File: config.mk
export PLATFORM = sky130hd
export DESIGN_NAME = gcpd_cell
export DESIGN_NICKNAME = d
export VERILOG_FILES = /design/src/rtl/core/grid_cell_point_dedup_top_macros.svh /design/src/rtl/core/gcpd_pkg.sv /design/src/rtl/core/gcpd_div.sv /design/src/rtl/core/gcpd_cell.sv
export SDC_FILE = /design/constraint.sdc
export NUM_CORES = 2
export LEC_CHECK = 0
export BUFFER_PORTS_ARGS = -buffer_cell sky130_fd_sc_hd__buf_2
export CAP_MARGIN = 20
export CORE_MARGIN = 2
export CORE_UTILIZATION = 65
export DETAILED_ROUTE_END_ITERATION = 7
export PLACE_DENSITY = 0.89
export SETUP_SLACK_MARGIN = 0.02
export SYNTH_ARGS = -nofsm -noshare
export SYNTH_HDL_FRONTEND = slang
export SYNTH_SLANG_ARGS = --single-unit
export TNS_END_PERCENT = 50
File: constraint.sdc
create_clock -name clk -period 8.6 [get_ports clk]
set_clock_uncertainty 0.15 [all_clocks]
set_input_delay 0 -clock clk [delete_from_list [all_inputs] [get_ports clk]]
set_output_delay 0 -clock clk [all_outputs]
set_load 0.1 [all_outputs]
File: src/rtl/core/grid_cell_point_dedup_top_macros.svh
// ----------------------------------------------------------------------------
// grid_cell_point_dedup_top_macros.svh
// Assertion macros shared by the grid cell dedup block
// ----------------------------------------------------------------------------
`ifndef GRID_CELL_POINT_DEDUP_TOP_MACROS_SVH
`define GRID_CELL_POINT_DEDUP_TOP_MACROS_SVH

// same-cycle implication, sampled on clk, off during reset
`define GCPD_ASSERT_IMP(label, cond, expr) \
    label: assert property (@(posedge clk) disable iff (!rst_n) (cond) |-> (expr)) \
        else $error("gcpd: implication violated");

// next-cycle implication, sampled on clk, off during reset
`define GCPD_ASSERT_NXT(label, cond, expr) \
    label: assert property (@(posedge clk) disable iff (!rst_n) (cond) |=> (expr)) \
        else $error("gcpd: next-cycle implication violated");

`endif

File: src/rtl/core/gcpd_pkg.sv
// ----------------------------------------------------------------------------
// gcpd_pkg
// Widths, constants and shared types of the grid cell point dedup block
// ----------------------------------------------------------------------------
package gcpd_pkg;

    // field widths
    localparam int LAT_W  = 28;
    localparam int LON_W  = 29;
    localparam int RW_W   = 13;
    localparam int CFG_W  = 29;

    // cell rounding: (offset + half cell) / cell, truncating toward zero
    localparam int DIV_W   = 31;
    localparam int QMAG_W  = 15;
    localparam int Q_W     = 16;
    localparam int CONST_W = 17;
    localparam logic [CONST_W-1:0] CELL_MICRO      = 17'd100000;
    localparam logic [CONST_W-1:0] HALF_CELL_MICRO = 17'd50000;

    // reciprocal of the cell size, scaled by 2^RECIP_SHIFT and rounded down
    localparam int RECIP_W     = 24;
    localparam int RECIP_SHIFT = 40;
    localparam logic [RECIP_W-1:0] RECIP = 24'd10995116;
    localparam int BACK_W = QMAG_W + CONST_W;

    // cell index arithmetic
    localparam int PROD_W = Q_W + RW_W + 1;
    localparam int IDX_W  = PROD_W + 1;
    localparam int GRID_W = 2 * RW_W;

    // bitmap store organized as lines of cells
    localparam int CELL_AW    = 20;
    localparam int MAX_CELLS  = 1 << CELL_AW;
    localparam int LINE_SEL_W = 6;
    localparam int LINE_BITS  = 1 << LINE_SEL_W;
    localparam int LINE_AW    = CELL_AW - LINE_SEL_W;
    localparam int LINES      = 1 << LINE_AW;

    // address pipeline depth: offset, four divider stages, multiply, index
    localparam int CELL_STAGES = 7;

    // configuration reset values
    localparam logic signed [LAT_W-1:0] MIN_LAT_RST = -28'sd90000000;
    localparam logic signed [LON_W-1:0] MIN_LON_RST = -29'sd180000000;
    localparam logic [RW_W-1:0]         ROW_W_RST   = 13'd3610;
    localparam logic [RW_W-1:0]         ROW_C_RST   = 13'd1810;

    // configuration register indexes
    typedef enum logic [1:0] {
        REG_MIN_LAT   = 2'd0,
        REG_MIN_LON   = 2'd1,
        REG_ROW_WIDTH = 2'd2,
        REG_ROW_COUNT = 2'd3
    } gcpd_reg_t;

    // cell lookup request from the address pipeline to the bitmap
    typedef struct packed {
        logic               valid;
        logic               flag;
        logic [CELL_AW-1:0] index;
    } gcpd_req_t;

    // test-and-set outcome from the bitmap
    typedef struct packed {
        logic               valid;
        logic               is_new;
        logic               out_of_grid;
        logic [CELL_AW-1:0] cell_index;
    } gcpd_res_t;

    // bitmap status
    typedef struct packed {
        logic busy;
    } gcpd_stat_t;

endpackage

File: src/rtl/core/gcpd_div.sv
// ----------------------------------------------------------------------------
// gcpd_div
// Four-stage signed divide by the cell size, truncating toward zero
// ----------------------------------------------------------------------------
module gcpd_div (
    input  logic                               clk,
    input  logic                               advance,
    input  logic signed [gcpd_pkg::DIV_W-1:0]  num,
    output logic signed [gcpd_pkg::Q_W-1:0]    quo
);
    import gcpd_pkg::*;

    logic                              neg1_reg;
    logic [DIV_W-1:0]                  mag1_reg;
    logic [DIV_W-1:0]                  mag1_next;
    logic                              neg2_reg;
    logic [DIV_W-1:0]                  mag2_reg;
    logic [QMAG_W-1:0]                 est2_reg;
    logic [QMAG_W-1:0]                 est2_next;
    logic [DIV_W+RECIP_W-1:0]          est_prod;
    logic                              neg3_reg;
    logic [DIV_W-1:0]                  mag3_reg;
    logic [QMAG_W-1:0]                 est3_reg;
    logic [BACK_W-1:0]                 back3_reg;
    logic [BACK_W-1:0]                 back3_next;
    logic [BACK_W-1:0]                 rem;
    logic [QMAG_W-1:0]                 qmag;
    logic signed [Q_W-1:0]             quo_reg;
    logic signed [Q_W-1:0]             quo_next;

    // magnitude of the dividend
    always_comb
    begin
        if (num[DIV_W-1])
            mag1_next = DIV_W'(-num);
        else
            mag1_next = DIV_W'(num);
    end

    // quotient estimate by reciprocal multiply, low by at most one
    always_comb
    begin
        est_prod  = {{RECIP_W{1'b0}}, mag1_reg} * {{DIV_W{1'b0}}, RECIP};
        est2_next = est_prod[RECIP_SHIFT +: QMAG_W];
    end

    // estimate scaled back to micro-degrees
    always_comb
    begin
        back3_next = {{CONST_W{1'b0}}, est2_reg} * {{QMAG_W{1'b0}}, CELL_MICRO};
    end

    // remainder check, correction and sign
    always_comb
    begin
        rem = {{(BACK_W-DIV_W){1'b0}}, mag3_reg} - back3_reg;
        if (rem >= {{(BACK_W-CONST_W){1'b0}}, CELL_MICRO})
            qmag = est3_reg + QMAG_W'(1);
        else
            qmag = est3_reg;
        if (neg3_reg)
            quo_next = -$signed({1'b0, qmag});
        else
            quo_next = $signed({1'b0, qmag});
    end

    // stage registers
    always_ff @(posedge clk)
    begin
        if (advance)
        begin
            neg1_reg  <= num[DIV_W-1];
            mag1_reg  <= mag1_next;
            neg2_reg  <= neg1_reg;
            mag2_reg  <= mag1_reg;
            est2_reg  <= est2_next;
            neg3_reg  <= neg2_reg;
            mag3_reg  <= mag2_reg;
            est3_reg  <= est2_reg;
            back3_reg <= back3_next;
            quo_reg   <= quo_next;
        end
    end

    assign quo = quo_reg;

endmodule

File: src/rtl/core/gcpd_cell.sv
// ----------------------------------------------------------------------------
// gcpd_cell
// Address pipeline: offsets, cell rounding, row-major index and range check
// ----------------------------------------------------------------------------
module gcpd_cell (
    input  logic                               clk,
    input  logic                               rst_n,
    input  logic                               advance,
    input  logic                               in_fire,
    input  logic signed [gcpd_pkg::LAT_W-1:0]  lat_micro,
    input  logic signed [gcpd_pkg::LON_W-1:0]  lon_micro,
    input  logic signed [gcpd_pkg::LAT_W-1:0]  min_lat,
    input  logic signed [gcpd_pkg::LON_W-1:0]  min_lon,
    input  logic [gcpd_pkg::RW_W-1:0]          row_width,
    input  logic [gcpd_pkg::GRID_W-1:0]        grid,
    output gcpd_pkg::gcpd_req_t                req
);
    import gcpd_pkg::*;

    logic [CELL_STAGES-1:0]     vld_reg;
    logic signed [DIV_W-1:0]    lat_sum_reg;
    logic signed [DIV_W-1:0]    lat_sum_next;
    logic signed [DIV_W-1:0]    lon_sum_reg;
    logic signed [DIV_W-1:0]    lon_sum_next;
    logic signed [Q_W-1:0]      row_q;
    logic signed [Q_W-1:0]      col_q;
    logic signed [PROD_W-1:0]   row_prod_reg;
    logic signed [PROD_W-1:0]   row_prod_next;
    logic signed [Q_W-1:0]      col_reg;
    logic signed [IDX_W-1:0]    idx;
    logic                       flag_next;
    logic                       flag_reg;
    logic [CELL_AW-1:0]         index_next;
    logic [CELL_AW-1:0]         index_reg;

    // offsets from the grid origin plus half a cell
    always_comb
    begin
        lat_sum_next = {{(DIV_W-LAT_W){lat_micro[LAT_W-1]}}, lat_micro}
                     - {{(DIV_W-LAT_W){min_lat[LAT_W-1]}}, min_lat}
                     + $signed({{(DIV_W-CONST_W){1'b0}}, HALF_CELL_MICRO});
        lon_sum_next = {{(DIV_W-LON_W){lon_micro[LON_W-1]}}, lon_micro}
                     - {{(DIV_W-LON_W){min_lon[LON_W-1]}}, min_lon}
                     + $signed({{(DIV_W-CONST_W){1'b0}}, HALF_CELL_MICRO});
    end

    // row and column rounding
    gcpd_div u_row_div (
        .clk     (clk),
        .advance (advance),
        .num     (lat_sum_reg),
        .quo     (row_q)
    );

    gcpd_div u_col_div (
        .clk     (clk),
        .advance (advance),
        .num     (lon_sum_reg),
        .quo     (col_q)
    );

    // row times row width
    always_comb
    begin
        row_prod_next = PROD_W'(row_q * $signed({1'b0, row_width}));
    end

    // final index and range check against grid and store size
    always_comb
    begin
        idx = {{(IDX_W-PROD_W){row_prod_reg[PROD_W-1]}}, row_prod_reg}
            + {{(IDX_W-Q_W){col_reg[Q_W-1]}}, col_reg};
        flag_next = idx[IDX_W-1]
                 || (idx[IDX_W-2:0] >= {{(IDX_W-1-GRID_W){1'b0}}, grid})
                 || (idx[IDX_W-2:CELL_AW] != '0);
        if (flag_next)
            index_next = '0;
        else
            index_next = idx[CELL_AW-1:0];
    end

    // transaction valid tracking through the stages
    always_ff @(posedge clk or negedge rst_n)
    begin
        if (!rst_n)
            vld_reg <= '0;
        else if (advance)
            vld_reg <= {vld_reg[CELL_STAGES-2:0], in_fire};
    end

    // payload stage registers
    always_ff @(posedge clk)
    begin
        if (advance)
        begin
            lat_sum_reg  <= lat_sum_next;
            lon_sum_reg  <= lon_sum_next;
            row_prod_reg <= row_prod_next;
            col_reg      <= col_q;
            flag_reg     <= flag_next;
            index_reg    <= index_next;
        end
    end

    assign req.valid = vld_reg[CELL_STAGES-1];
    assign req.flag  = flag_reg;
    assign req.index = index_reg;

endmodule

==> reports/summary.json <==
{
  "run_status": {"value": "complete, no violations"},
  "grt_pass1_wl": {"value": 247300, "unit": "um"},
  "globalRoute.totalOverflow": {"value": 0},
  "layout_min_cycle_time": {"value": 8209, "unit": "ps"},
  "dpl.hpwl": {"value": 115500, "unit": "um"},
  "timing.final.hold_violations": {"value": 0},
  "synth.area.top_cells": {"value": "fa_1 28%, ha_1 22%, edfxtp_1 21%"},
  "setup_total_negative_slack": {"value": 0, "unit": "ps"},
  "routed_wire_length_per_instance": {"value": 20.12, "unit": "um"},
  "layout-area-overhead-vs-synth": {"value": 9.401, "unit": "%"},
  "synth_warnings": {"value": 0},
  "drt_pre_antenna_iters": {"value": 6},
  "crit_path_start_kind": {"value": "flip-flop"},
  "timing_worst_setup_path_type": {"value": "flip-flop to flip-flop"},
  "setup.reg_to_reg.worst_slack": {"value": 390, "unit": "ps"},
  "critPathCaptureType": {"value": "flip-flop"},
  "syn_nets": {"value": 7953},
  "class_of_the_worst_hold_path": {"value": "input pin to flip-flop"},
  "io_buffers": {"value": 178},
  "max_freq": {"value": 121.8, "unit": "MHz"},
  "synth-main-ff-cell": {"value": "edfxtp_1"},
  "syn_area": {"value": 62580, "unit": "um^2"},
  "cts-htree-levels": {"value": 2},
  "layout.cells.non_filler": {"value": 7511},
  "die_h": {"value": 314.3, "unit": "um"},
  "route.final.wire_length": {"value": 151100, "unit": "um"},
  "synth-simple-area-share": {"value": 7.887, "unit": "%"},
  "cts.sink_count": {"value": 449},
  "synth.cells.most_frequent": {"value": "1,294 x inv_1, 1,078 x ha_1, 885 x fa_1"},
  "synthArstFlopShare": {"value": 1.559, "unit": "%"},
  "number_of_antenna_violations_at_the_first_check_in_global_routing": {"value": 1},
  "floorplan.initialDensity": {"value": 65.77, "unit": "%"},
  "cell_type_with_the_highest_aggregate_area_in_the_netlist": {"value": "fa_1"},
  "post-synth-top-area-fraction": {"value": 28.31, "unit": "%"},
  "route.vias.total": {"value": 44570},
  "io_pins": {"value": 179},
  "max_cap_violations": {"value": 0},
  "rows": {"value": 113},
  "worst_ep_arrival_time": {"value": 8440, "unit": "ps"},
  "clock_transition_at_the_register_clock_pins_on_the_worst_setup_and_hold_paths_after_cts": {"value": 60, "unit": "ps"},
  "clock_tree.buffer_depth": {"value": 3},
  "finalSetupViolations": {"value": 0},
  "max_slew_margin": {"value": 22.20, "unit": "%"},
  "clock_insertion_delay_worst_skew": {"value": 660, "unit": "ps"},
  "dieWidth": {"value": 314.3, "unit": "um"},
  "postSynthRegisterBits": {"value": 449},
  "synth-xor-area-share": {"value": 4.129, "unit": "%"},
  "grt_pass1_vias": {"value": 49370},
  "synth_top_family_by_area": {"value": "adder cells"},
  "netlist_instances": {"value": 5833},
  "tritoncts.num_buffers": {"value": 49},
  "synthesis.area_per_instance": {"value": 10.73, "unit": "um^2"},
  "grt_start_max_net_pins": {"value": 88},
  "cts_tree": {"value": "built"},
  "rsz_0062_raised_after_global_routing": {"value": "no"},
  "postCtsSetupRepairBufs": {"value": 0},
  "cp_max_fo": {"value": 7},
  "synth_mux_area_share": {"value": 0.4399, "unit": "%"},
  "final_layout_size_suffix_gt1_share": {"value": 5.444, "unit": "%"},
  "detail_route.iter0.violations": {"value": 3401},
  "synth.most_common_cell": {"value": "inv_1"},
  "cts_root_buf": {"value": "clkbuf_16"},
  "timing_worst_slew_pin_value": {"value": 1138, "unit": "ps"},
  "slew_viol_final": {"value": 0},
  "synth_edf_count": {"value": 442},
  "seq_area_frac_synth": {"value": 21.49, "unit": "%"},
  "yosys.cell_types.count": {"value": 96},
  "critPathRequiredTime": {"value": 8840, "unit": "ps"},
  "synth_fa_ha_area_share": {"value": 49.86, "unit": "%"},
  "grt_use_total": {"value": 31.63, "unit": "%"},
  "synth_compound_area_share": {"value": 7.925, "unit": "%"},
  "fin_nets": {"value": 8325},
  "viasPerCell": {"value": 5.934},
  "cts.repair.resized": {"value": 0},
  "post-place-cells": {"value": 7233},
  "hold-worst-slack": {"value": 37.24, "unit": "ps"},
  "die_area": {"value": 98780, "unit": "um^2"},
  "part_of_the_cycle_the_worst_path_needs": {"value": 95.46, "unit": "%"},
  "route.antenna.remaining_nets": {"value": 0},
  "placeableCoreArea": {"value": 95150, "unit": "um^2"},
  "gp_congestion": {"value": 0.9365},
  "drc": {"value": 0}
}
[layer usage]
metal / up-vias / track usage, % / part of all wire [%]
met2: 2001 / 56.55 / 51
met5: - / 0 / 0
met4: 0 / 15.80 / 5.4
met3: 582 / 4.282 / 6.5
met1: 21960 / 37.38 / 37
li1: 20030 / - / -
[what timing repair did]
action | in CTS | in global routing
endpoints found under the setup margin | 0 | 0
hold buffers | 185 | 0
hold endpoints to repair | 148 | 0
[layout make-up]
cell class,count,area (um^2)
antenna,1,2.502
clock buffer,58,1303
clock inverter,33,306.5
fill,6019,26690
inverter,1295,4861
multi-input combinational,4015,43960
sequential,449,13450
tap,1265,1583
timing repair buffer,395,2997
[metrics by stage]
step | area [um^2] | utilization (%) | setup slack [ps]
6_report | 68460 | 71.95 | 390.7
3_3_place_gp | 64990 | 68.30 | 787.7
5_1_grt | 68460 | 71.95 | 145.9
4_1_cts | 68450 | 71.94 | 563.3
3_5_place_dp | 64990 | 68.30 | 546.8
2_1_floorplan | 62580 | - | 1488
[critical path, stage by stage (launching register included)]
cell       delay [ps]
edfxtp_1          690
ha_1              380
fa_1              510
inv_1              70
fa_1              540
inv_1              50
fa_1              480
fa_1              540
inv_1              50
fa_1              450
fa_1              490
inv_1              40
ha_1              270
a2111oi_0         720
nand2_1           150
a211oi_1          260
o21ai_0           250
a21oi_1           360
o221ai_1          260
o41a_1            440
a21oi_1           380
o21bai_1          150
a21oi_1           190
xnor2_1            90
[final timing paths]
check / startpoint / to / depth (start not counted)
setup / recovery: u_col_div.mag1_reg[15] / u_col_div.est2_reg[8] / 23
hold / removal: min_lat[4] / lat_sum_reg[5] / 6
setup reg to reg: u_col_div.mag1_reg[15] / u_col_div.est2_reg[8] / 23
hold reg to reg: u_row_div.mag2_reg[27] / u_row_div.mag3_reg[27] / 0
max in group asynchronous: rst_n / vld_reg[0] / 3
min in group asynchronous: rst_n / vld_reg[4] / 3
[cell usage in the layout, fill, tap and decap left out, types with 11 or more instances in the layout]
master / n
a211oi_1: 23
nor2b_1: 35
a21oi_1: 198
nor3_1: 72
dlygate4sd3_1: 185
or3_1: 33
nor2_1: 200
and3_1: 31
o21ai_0: 146
clkinv_2: 12
clkbuf_16: 51
a21boi_0: 20
mux2_2: 11
nand3_1: 67
fa_1: 885
xnor2_1: 238
o31ai_1: 24
o41ai_1: 20
and2_1: 105
nand2_1: 296
nand4_1: 24
mux2i_1: 14
ha_1: 1078
buf_4: 31
o2111ai_1: 11
nand2b_1: 44
or2_2: 11
xor2_1: 57
buf_2: 177
a31oi_1: 22
a21o_1: 76
o21a_1: 27
inv_1: 1294
o211ai_1: 17
a2111oi_0: 11
edfxtp_1: 442
o21bai_1: 31
and4_1: 18
[kinds of logic after synthesis]
| group | Yosys count |
|---|---|
| adders and majority gates | 1963 |
| buffers and inverters | 1369 |
| and+or+nand+nor | 990 |
| AOI/OAI and AO/OA | 740 |
| DFF | 449 |
| xor gates and xnor gates | 295 |
| muxes | 26 |
| other | 1 |
Power is left out: the tool's default activity adds up to more than one toggle a clock period on the data nets, which glitch-free logic cannot reach.
